File: src/design/swm_pkg.sv
`timescale 1ns / 1ps
// ----------------------------------------------------------------------------
// swm_pkg
// Shared widths, register map, payload types and controller/datapath
// command and status bundles for the sliding window median unit.
// ----------------------------------------------------------------------------
package swm_pkg;

    localparam int SAMPLE_W       = 16;
    localparam int WS_W           = 5;
    localparam int HELD_W         = 5;
    localparam int MAX_WINDOW_DEF = 16;

    // APB register map
    localparam int                  APB_DATA_W      = 32;
    localparam int                  APB_ADDR_W      = 3;
    localparam int                  REG_IDX_W       = 1;
    localparam logic [REG_IDX_W-1:0] REG_WINDOW_SIZE = 1'b0;
    localparam logic [WS_W-1:0]      WS_RESET        = 5'd5;

    typedef struct packed {
        logic signed [SAMPLE_W-1:0] sample;
    } swm_in_t;

    typedef struct packed {
        logic signed [SAMPLE_W-1:0] median;
        logic [HELD_W-1:0]          held_count;
    } swm_out_t;

    typedef struct packed {
        logic capture;   // latch the incoming sample
        logic remove;    // drop the oldest sample from ring and sorted store
        logic insert;    // write the new sample into ring and sorted store
        logic emit;      // load the median into the output register
    } swm_cmd_t;

    typedef struct packed {
        logic need_drop; // held count has reached the effective window
        logic out_free;  // output register can take a result this cycle
    } swm_status_t;

endpackage

File: src/design/swm_stream_if.sv
`timescale 1ns / 1ps
// ----------------------------------------------------------------------------
// swm_stream_if
// Valid/ready stream channel carrying one payload per transaction.
// ----------------------------------------------------------------------------
interface swm_stream_if #(
    parameter type payload_t = logic
);
    logic     valid;
    logic     ready;
    payload_t payload;

    modport source (output valid, output payload, input ready);
    modport sink   (input valid, input payload, output ready);
endinterface

File: src/design/swm_ram.sv
`timescale 1ns / 1ps
// ----------------------------------------------------------------------------
// swm_ram
// Generic single-write, single-read RAM with registered read data.
// ----------------------------------------------------------------------------
module swm_ram #(
    parameter int WIDTH = 16,
    parameter int DEPTH = 16,
    localparam int AW   = (DEPTH > 1) ? $clog2(DEPTH) : 1
) (
    input  logic             clk,
    input  logic             we,
    input  logic [AW-1:0]    waddr,
    input  logic [WIDTH-1:0] wdata,
    input  logic [AW-1:0]    raddr,
    output logic [WIDTH-1:0] rdata
);

    logic [WIDTH-1:0] mem [DEPTH];
    logic [WIDTH-1:0] rdata_reg;

    always_ff @(posedge clk)
    begin
        if (we)
        begin
            mem[waddr] <= wdata;
        end
        rdata_reg <= mem[raddr];
    end

    assign rdata = rdata_reg;

endmodule

File: src/design/swm_ctrl.sv
`timescale 1ns / 1ps
// ----------------------------------------------------------------------------
// swm_ctrl
// Sequencer: accept a sample, drop old samples until there is room,
// insert the new one, then hand the median to the output register.
// ----------------------------------------------------------------------------
module swm_ctrl (
    input  logic                 clk,
    input  logic                 rst_n,
    input  logic                 in_valid,
    output logic                 in_ready,
    input  swm_pkg::swm_status_t status,
    output swm_pkg::swm_cmd_t    cmd
);
    import swm_pkg::*;

    localparam logic [2:0] S_IDLE   = 3'd0;
    localparam logic [2:0] S_CHECK  = 3'd1;
    localparam logic [2:0] S_REMOVE = 3'd2;
    localparam logic [2:0] S_INSERT = 3'd3;
    localparam logic [2:0] S_MEDIAN = 3'd4;

    logic [2:0] state_reg;
    logic [2:0] state_next;

    always_ff @(posedge clk or negedge rst_n)
    begin
        if (!rst_n)
        begin
            state_reg <= S_IDLE;
        end
        else
        begin
            state_reg <= state_next;
        end
    end

    always_comb
    begin
        state_next  = state_reg;
        cmd         = '0;
        in_ready    = 1'b0;
        unique case (state_reg)
            S_IDLE:
            begin
                in_ready = 1'b1;
                if (in_valid)
                begin
                    cmd.capture = 1'b1;
                    state_next  = S_CHECK;
                end
            end
            S_CHECK:
            begin
                // ring read of the oldest slot is issued here continuously
                state_next = status.need_drop ? S_REMOVE : S_INSERT;
            end
            S_REMOVE:
            begin
                cmd.remove = 1'b1;
                state_next = S_CHECK;
            end
            S_INSERT:
            begin
                cmd.insert = 1'b1;
                state_next = S_MEDIAN;
            end
            S_MEDIAN:
            begin
                if (status.out_free)
                begin
                    cmd.emit   = 1'b1;
                    state_next = S_IDLE;
                end
            end
            default:
            begin
                state_next = S_IDLE;
            end
        endcase
    end

endmodule

File: src/design/swm_datapath.sv
`timescale 1ns / 1ps
// ----------------------------------------------------------------------------
// swm_datapath
// Sample ring (RAM), parallel sorted register store, fill/oldest counters,
// median selection and the output register.
// ----------------------------------------------------------------------------
module swm_datapath #(
    parameter int MAX_WINDOW = swm_pkg::MAX_WINDOW_DEF
) (
    input  logic                               clk,
    input  logic                               rst_n,
    input  logic signed [swm_pkg::SAMPLE_W-1:0] sample,
    input  logic [swm_pkg::WS_W-1:0]            window_size,
    input  swm_pkg::swm_cmd_t                   cmd,
    output swm_pkg::swm_status_t                status,
    output logic                               out_valid,
    input  logic                               out_ready,
    output swm_pkg::swm_out_t                   out_data
);
    import swm_pkg::*;

    localparam int IDX_W = (MAX_WINDOW > 1) ? $clog2(MAX_WINDOW) : 1;
    localparam int CNT_W = $clog2(MAX_WINDOW + 1);
    localparam int CMP_W = (CNT_W > WS_W) ? CNT_W : WS_W;
    localparam int SUM_W = ((IDX_W > CNT_W) ? IDX_W : CNT_W) + 1;

    logic signed [SAMPLE_W-1:0] sample_reg;
    logic signed [SAMPLE_W-1:0] sorted_reg [MAX_WINDOW];
    logic signed [SAMPLE_W-1:0] sorted_next [MAX_WINDOW];
    logic signed [SAMPLE_W-1:0] ins_val [MAX_WINDOW];
    logic signed [SAMPLE_W-1:0] rem_val [MAX_WINDOW];
    logic [CNT_W-1:0]           fill_reg;
    logic [CNT_W-1:0]           fill_next;
    logic [IDX_W-1:0]           oldest_reg;
    logic [IDX_W-1:0]           oldest_next;
    logic                       out_valid_reg;
    logic                       out_valid_next;
    swm_out_t                   out_data_reg;

    logic [CMP_W-1:0]           ws_ext;
    logic [CMP_W-1:0]           w_eff;
    logic [SUM_W-1:0]           slot_sum;
    logic [SUM_W-1:0]           slot_wrap;
    logic [IDX_W-1:0]           ring_waddr;
    logic [SAMPLE_W-1:0]        ring_rdata;
    logic signed [SAMPLE_W-1:0] old_val;

    logic                       gt_cur;
    logic                       gt_prev;
    logic signed [SAMPLE_W-1:0] s_prev;
    logic                       seen;

    logic [IDX_W-1:0]           mid_idx;
    logic [IDX_W-1:0]           lo_idx;
    logic signed [SAMPLE_W-1:0] mid_hi;
    logic signed [SAMPLE_W-1:0] mid_lo;
    logic signed [SAMPLE_W:0]   pair_sum;
    logic signed [SAMPLE_W:0]   pair_adj;
    logic signed [SAMPLE_W-1:0] median_val;

    // effective window: zero means one, saturate at the store depth
    always_comb
    begin
        ws_ext = CMP_W'(window_size);
        priority if (ws_ext == '0)
        begin
            w_eff = CMP_W'(1);
        end
        else if (ws_ext > CMP_W'(MAX_WINDOW))
        begin
            w_eff = CMP_W'(MAX_WINDOW);
        end
        else
        begin
            w_eff = ws_ext;
        end
    end

    assign status.need_drop = (CMP_W'(fill_reg) >= w_eff);
    assign status.out_free  = !out_valid_reg || out_ready;

    // ring slot for the new sample: oldest + fill, wrapped once
    assign slot_sum   = SUM_W'(oldest_reg) + SUM_W'(fill_reg);
    assign slot_wrap  = (slot_sum >= SUM_W'(MAX_WINDOW)) ?
                        (slot_sum - SUM_W'(MAX_WINDOW)) : slot_sum;
    assign ring_waddr = slot_wrap[IDX_W-1:0];

    swm_ram #(
        .WIDTH (SAMPLE_W),
        .DEPTH (MAX_WINDOW)
    ) u_ring (
        .clk   (clk),
        .we    (cmd.insert),
        .waddr (ring_waddr),
        .wdata (sample_reg),
        .raddr (oldest_reg),
        .rdata (ring_rdata)
    );

    assign old_val = ring_rdata;

    // insert: entries above the new value shift up by one
    always_comb
    begin
        gt_prev = 1'b0;
        s_prev  = sample_reg;
        for (int j = 0; j < MAX_WINDOW; j++)
        begin
            gt_cur = (CNT_W'(j) < fill_reg) && (sorted_reg[j] > sample_reg);
            if ((CNT_W'(j) < fill_reg) && !gt_cur)
            begin
                ins_val[j] = sorted_reg[j];
            end
            else if (gt_prev)
            begin
                ins_val[j] = s_prev;
            end
            else
            begin
                ins_val[j] = sample_reg;
            end
            gt_prev = gt_cur;
            s_prev  = sorted_reg[j];
        end
    end

    // remove: first held entry equal to the oldest sample closes the gap
    always_comb
    begin
        seen = 1'b0;
        for (int j = 0; j < MAX_WINDOW - 1; j++)
        begin
            seen       = seen || ((CNT_W'(j) < fill_reg) && (sorted_reg[j] == old_val));
            rem_val[j] = seen ? sorted_reg[j + 1] : sorted_reg[j];
        end
        rem_val[MAX_WINDOW - 1] = sorted_reg[MAX_WINDOW - 1];
    end

    always_comb
    begin
        priority if (cmd.insert)
        begin
            sorted_next = ins_val;
        end
        else if (cmd.remove)
        begin
            sorted_next = rem_val;
        end
        else
        begin
            sorted_next = sorted_reg;
        end
    end

    always_comb
    begin
        fill_next   = fill_reg;
        oldest_next = oldest_reg;
        if (cmd.remove)
        begin
            fill_next   = fill_reg - 1'b1;
            oldest_next = (oldest_reg == IDX_W'(MAX_WINDOW - 1)) ? '0 : oldest_reg + 1'b1;
        end
        else if (cmd.insert)
        begin
            fill_next = fill_reg + 1'b1;
        end
    end

    // median from the middle of the sorted store
    assign mid_idx  = IDX_W'(fill_reg >> 1);
    assign lo_idx   = mid_idx - 1'b1;
    assign mid_hi   = sorted_reg[mid_idx];
    assign mid_lo   = sorted_reg[lo_idx];
    assign pair_sum = {mid_lo[SAMPLE_W-1], mid_lo} + {mid_hi[SAMPLE_W-1], mid_hi};
    // halve toward zero: bias negative sums by one before the shift
    assign pair_adj = pair_sum + (SAMPLE_W + 1)'(pair_sum[SAMPLE_W]);

    assign median_val = fill_reg[0] ? mid_hi : pair_adj[SAMPLE_W:1];

    always_comb
    begin
        priority if (cmd.emit)
        begin
            out_valid_next = 1'b1;
        end
        else if (out_ready)
        begin
            out_valid_next = 1'b0;
        end
        else
        begin
            out_valid_next = out_valid_reg;
        end
    end

    always_ff @(posedge clk or negedge rst_n)
    begin
        if (!rst_n)
        begin
            fill_reg      <= '0;
            oldest_reg    <= '0;
            out_valid_reg <= 1'b0;
        end
        else
        begin
            fill_reg      <= fill_next;
            oldest_reg    <= oldest_next;
            out_valid_reg <= out_valid_next;
        end
    end

    always_ff @(posedge clk)
    begin
        if (cmd.capture)
        begin
            sample_reg <= sample;
        end
        if (cmd.emit)
        begin
            out_data_reg.median     <= median_val;
            out_data_reg.held_count <= HELD_W'(fill_reg);
        end
        sorted_reg <= sorted_next;
    end

    assign out_valid = out_valid_reg;
    assign out_data  = out_data_reg;

endmodule

File: src/design/sliding_window_median_unit.sv
`timescale 1ns / 1ps
// ----------------------------------------------------------------------------
// sliding_window_median_unit
// Running median over the most recent window_size signed 16-bit samples.
// ----------------------------------------------------------------------------
// Usage:
//   samples : sink channel, one signed 16-bit sample per transaction.
//   medians : source channel, one result per sample: the median of the held
//             samples and the number of samples held after this one.
//   APB     : register 0 (byte address 0) is window_size, 5 bits, reset 5.
//             Zero acts as one, values above MAX_WINDOW saturate. Write it
//             only while the unit is idle; reset after changing it.
// Sequence:
//   After a sample is accepted the sequencer checks for room, drops one
//   old sample per pass of CHECK and REMOVE while the window is full,
//   inserts the new sample and loads the result into the output register
//   once it is free; only then does the input reopen. The drop loop is
//   bound by the single read port of the sample ring: each oldest sample
//   is fetched in CHECK, then removed from the sorted store in REMOVE.
// Reset:
//   Clears the held count, the ring pointer and the output valid; window_size
//   returns to 5. No clearing pass: stale entries are never read.
// Stall:
//   A finished result waits in the output register; the next sample is
//   accepted and processed meanwhile, and waits before the output register
//   until the receiver takes the previous transaction.
// ----------------------------------------------------------------------------
module sliding_window_median_unit #(
    parameter int MAX_WINDOW = swm_pkg::MAX_WINDOW_DEF
) (
    input  logic                              clk,
    input  logic                              rst_n,
    swm_stream_if.sink                        samples,
    swm_stream_if.source                      medians,
    input  logic                              psel,
    input  logic                              penable,
    input  logic                              pwrite,
    input  logic [swm_pkg::APB_ADDR_W-1:0]    paddr,
    input  logic [swm_pkg::APB_DATA_W-1:0]    pwdata,
    output logic [swm_pkg::APB_DATA_W-1:0]    prdata,
    output logic                              pready
);
    import swm_pkg::*;

    logic [WS_W-1:0]      window_size_reg;
    logic [WS_W-1:0]      window_size_next;
    logic [REG_IDX_W-1:0] reg_idx;
    logic                 cfg_write;

    swm_cmd_t             cmd;
    swm_status_t          status;
    swm_in_t              in_data;
    swm_out_t             out_data;
    logic                 out_valid;

    // ---------------- configuration port ----------------
    // No wait states; writes land on the access phase.
    assign pready    = 1'b1;
    assign reg_idx   = paddr[APB_ADDR_W-1:2];
    assign cfg_write = psel && penable && pwrite && pready;

    always_comb
    begin
        window_size_next = window_size_reg;
        if (cfg_write && (reg_idx == REG_WINDOW_SIZE))
        begin
            window_size_next = pwdata[WS_W-1:0];
        end
    end

    always_ff @(posedge clk or negedge rst_n)
    begin
        if (!rst_n)
        begin
            window_size_reg <= WS_RESET;
        end
        else
        begin
            window_size_reg <= window_size_next;
        end
    end

    // Read back the register; unmapped addresses read zero.
    assign prdata = (reg_idx == REG_WINDOW_SIZE) ? APB_DATA_W'(window_size_reg) : '0;

    // ---------------- controller ----------------
    swm_ctrl u_ctrl (
        .clk      (clk),
        .rst_n    (rst_n),
        .in_valid (samples.valid),
        .in_ready (samples.ready),
        .status   (status),
        .cmd      (cmd)
    );

    // ---------------- datapath ----------------
    assign in_data = samples.payload;

    swm_datapath #(
        .MAX_WINDOW (MAX_WINDOW)
    ) u_datapath (
        .clk         (clk),
        .rst_n       (rst_n),
        .sample      (in_data.sample),
        .window_size (window_size_reg),
        .cmd         (cmd),
        .status      (status),
        .out_valid   (out_valid),
        .out_ready   (medians.ready),
        .out_data    (out_data)
    );

    // Drive the result channel straight from the output register.
    assign medians.valid   = out_valid;
    assign medians.payload = out_data;

endmodule

File: src/flat_wrapper.sv
// flat-port wrapper written by rule: the top's interface ports become plain ports
module sliding_window_median_unit_flat import swm_pkg::*;
#(
    parameter int MAX_WINDOW = swm_pkg::MAX_WINDOW_DEF
)
  (clk, rst_n, psel, penable, pwrite, paddr, pwdata, prdata, pready, samples_valid, samples_payload, samples_ready, medians_valid, medians_payload, medians_ready);
  swm_stream_if samples_i ();
  swm_stream_if medians_i ();
  input  logic clk;
  input  logic rst_n;
  input  logic psel;
  input  logic penable;
  input  logic pwrite;
  input  logic [swm_pkg::APB_ADDR_W-1:0] paddr;
  input  logic [swm_pkg::APB_DATA_W-1:0] pwdata;
  output logic [swm_pkg::APB_DATA_W-1:0] prdata;
  output logic pready;
  input wire logic [$bits(samples_i.valid)-1:0] samples_valid;
  input wire logic [$bits(samples_i.payload)-1:0] samples_payload;
  output wire logic [$bits(samples_i.ready)-1:0] samples_ready;
  output wire logic [$bits(medians_i.valid)-1:0] medians_valid;
  output wire logic [$bits(medians_i.payload)-1:0] medians_payload;
  input wire logic [$bits(medians_i.ready)-1:0] medians_ready;
  assign samples_i.valid = samples_valid;
  assign samples_i.payload = samples_payload;
  assign samples_ready = samples_i.ready;
  assign medians_valid = medians_i.valid;
  assign medians_payload = medians_i.payload;
  assign medians_i.ready = medians_ready;
  sliding_window_median_unit #(.MAX_WINDOW(MAX_WINDOW)) u_core (.clk(clk), .rst_n(rst_n), .samples(samples_i), .medians(medians_i), .psel(psel), .penable(penable), .pwrite(pwrite), .paddr(paddr), .pwdata(pwdata), .prdata(prdata), .pready(pready));
endmodule
File: config.mk
export PLATFORM = sky130hd
export DESIGN_NAME = sliding_window_median_unit_flat
export DESIGN_NICKNAME = d
export VERILOG_FILES = /design/src/design/swm_pkg.sv /design/src/design/swm_stream_if.sv /design/src/design/swm_ram.sv /design/src/design/swm_ctrl.sv /design/src/design/swm_datapath.sv /design/src/design/sliding_window_median_unit.sv /design/src/flat_wrapper.sv
export SDC_FILE = /design/constraint.sdc
export NUM_CORES = 1
export LEC_CHECK = 0
export ABC_AREA = 1
export BUFFER_PORTS_ARGS = -buffer_cell sky130_fd_sc_hd__buf_4
export CORE_ASPECT_RATIO = 0.6
export CORE_MARGIN = 2
export CORE_UTILIZATION = 43
export CTS_BUF_LIST = sky130_fd_sc_hd__clkbuf_8
export DETAILED_ROUTE_END_ITERATION = 16
export PLACE_DENSITY_LB_ADDON = 0.25
export SYNTH_ARGS = -nofsm -noshare
export SYNTH_HDL_FRONTEND = slang
export SYNTH_SLANG_ARGS = --single-unit
export TNS_END_PERCENT = 20
File: constraint.sdc
create_clock -name clk -period 2 [get_ports clk]
set_clock_uncertainty 0.15 [all_clocks]
set_input_delay 0.2 -clock clk [delete_from_list [all_inputs] [get_ports clk]]
set_output_delay 0.2 -clock clk [all_outputs]
set_load 0.01 [all_outputs]
==> run metrics <==
XOR/XNOR Fraction of Synth Area=0.00756; NumNets Final=232; RSZ-0062 raised after global routing=no; first-pass GRT wire length=3.39 mm; CP arrival=1820 ps; Final WS setup=186 ps; worst vdd ir=0.000537 V; CP Max Fanout=5; GR Overflow Total=0; run status=completed; H-tree depth=1; core area=2540 um2; compound-cell area share of the yosys netlist=0.0659; Synth async-reset ratio=0.933; Initial Utilization=0.456; Clk pin slew, worst setup/hold paths=70 ps; Clock Tree Root=clkbuf_8; Setup crit end kind=flip-flop; top_reg_cell synth=dfrtp_1; total CTS buffers=3; Synth top area share=0.259; Area contributors post-synth=dfrtp_1 (26%), buf_4 (18%), nand2_1 (9.7%), ha_1 (8.6%), inv_1 (7.1%); routed vias=916; largest family of logic cells by synthesized area=buffers and inverters; initial antenna violation count=0; HPWL Detailed=1.75 mm; Vias/cell=4.34; FF+latch count, synth=15; GP Congestion=0.748; share of layout cells above drive strength 1=0.207; # DRC=0; Mapped Cells=154; post-synthesis mux area share=0; # port buffers=20; Layout area overhead=14.1%; DRT iter0 DRCs=27; commonest cells in the netlist=nand2_1 (30), buf_4 (28), inv_1 (22); vias in the first global route=754; CTS Buffer Depth=2; post-synth top area cell=dfrtp_1; max-slew violation count=0; Final ANT Viol Nets=0; wire per inst=10.2 um; IO Pins=79; Tot Pwr=1.63 mW; simple-gate portion of the synthesized area=0.227; Final period util=0.907; syn avg cell area=7.52 um2; CTS tree=yes; setup bufs post-CTS=0; worst setup path category=flip-flop to flip-flop; pwr dens=1230 nW/um2; die width=71.0 um; largest net degree at the start of global routing=15; Detailed Route WL=2.16 mm; Sink Count=15; row cnt=14; class of the tightest hold or removal check=primary input to flip-flop; Syn Std Cell Area=1160 um2; Post-Route Setup TNS=0 ps; Achievable Freq=551 MHz; Ant. Diodes=0; MaxCap Viol Count=0; die footprint=3140 um2; clk_lat worst skew=260 ps; Final Setup Violations=0; Adder-Cell Fraction of Synth Area=0.104; Die H=44.2 um; crit path time final=1810 ps; post-synthesis cell type count=23; post-synthesis sequential area ratio=0.330; Pleak=0.764 nW; Initial DRT Pass Iterations=4; synthesis warning total=0; fin util=0.521; most instantiated library cell after synthesis=nand2_1; Total GRT Usage=0.142; EDFF count, synth=1; CP startpoint kind=flip-flop; Final Hold Vio Count=0; worst endpoint required time=2000 ps; Placement Setup Slack=75.7 ps
-- through the flow --
stage                     hold slack [ps]  instances  instance area, um2
after floorplan                      -246        180                1260
after global placement              -86.5        205                1240
after detailed placement            -83.2        205                1240
after CTS                            30.4        211                1310
after global routing                 61.2        211                1320
final                                36.6        211                1320
-- final timing paths --
kind | slack (ps) | from | cells after the start | end
max | 190 | u_core.u_ctrl.state_reg[2]$_DFFE_PN0P_ | 12 | u_core.u_datapath.fill_reg[4]$_DFFE_PN0P_
min | 40 | pwdata[0] | 3 | u_core.window_size_reg[0]$_DFFE_PN1P_
max reg2reg | 190 | u_core.u_ctrl.state_reg[2]$_DFFE_PN0P_ | 12 | u_core.u_datapath.fill_reg[4]$_DFFE_PN0P_
min reg2reg | 400 | u_core.window_size_reg[2]$_DFFE_PN1P_ | 2 | u_core.window_size_reg[2]$_DFFE_PN1P_
max in group asynchronous | 1270 | rst_n | 2 | u_core.window_size_reg[0]$_DFFE_PN1P_
min in group asynchronous | 190 | rst_n | 2 | u_core.window_size_reg[3]$_DFFE_PN0P_
-- where the power goes --
part           leakage (nW)  internal [mW]  total (mW)  switching, mW
clock                0.0217          0.140       0.266          0.125
sequential            0.175          0.425       0.527          0.102
combinational         0.566          0.339       0.840          0.501
total                 0.764          0.904        1.63          0.728
-- cells in the final DEF, fill, tap and decap left out --
| cell type | count |
|---|---|
| nand3_1 | 8 |
| fa_1 | 1 |
| dfrtp_1 | 12 |
| dlygate4sd3_1 | 2 |
| o21ai_0 | 3 |
| buf_4 | 21 |
| o21ai_1 | 1 |
| xor2_1 | 1 |
| ha_1 | 7 |
| nor3_1 | 1 |
| edfxtp_1 | 1 |
| clkbuf_8 | 3 |
| nand2_2 | 1 |
| conb_1 | 28 |
| ha_2 | 1 |
| a21oi_2 | 1 |
| nor2_2 | 2 |
| nand3b_1 | 1 |
| inv_2 | 3 |
| clkinvlp_4 | 1 |
| nand2_1 | 29 |
| a21oi_1 | 8 |
| nor2_4 | 1 |
| inv_1 | 21 |
| nand4_2 | 1 |
| o31ai_1 | 1 |
| dfstp_2 | 2 |
| nand4_1 | 1 |
| nor2_1 | 16 |
-- area by class of cell --
class	count	area, um2
fillers	254	1220
multi-input cells	113	583
flip-flops and latches	15	383
repair buffers	23	178
inverters	24	90.1
clock buffers	3	41.3
well taps	32	40.0
clock inverters	1	7.51
-- critical path, stage by stage (launching register included) --
cell and delay, ps:
dfrtp_1 420, nor2_2 160, nand2_2 100, inv_2 80, ha_2 300, nand2_1 80, nor2_1 40, nor2_2 110
inv_1 50, nand2_1 60, nand2_1 50, nand2_1 50, nand2_1 40
-- metal layers --
metal	up-vias	track usage	share of wire
met1	417	0.203	0.51
li1	471	-	-
met3	2	0.0592	0.068
met4	0	0.0226	0.0037
met5	-	0	0
met2	26	0.206	0.42
-- logic make-up (layout without fill, tap and decap cells) --
logic type      after synthesis  count (layout)
buf+inv                      52              51
fa+ha+maj                     9               9
other cells                   2              28
xor+xnor                      1               1
flops                        15              15
compound gates               14              14
simple gates                 61              61
-- what timing repair did --
| action | in CTS | in global routing |
|---|---|---|
| endpoints found under the setup margin | 0 | 1 |
| gates resized for setup | 0 | 5 |
| hold buffers | 2 | 0 |
| endpoints found under the hold margin | 15 | 0 |
Note: power is estimated with default switching activity, not from simulation.
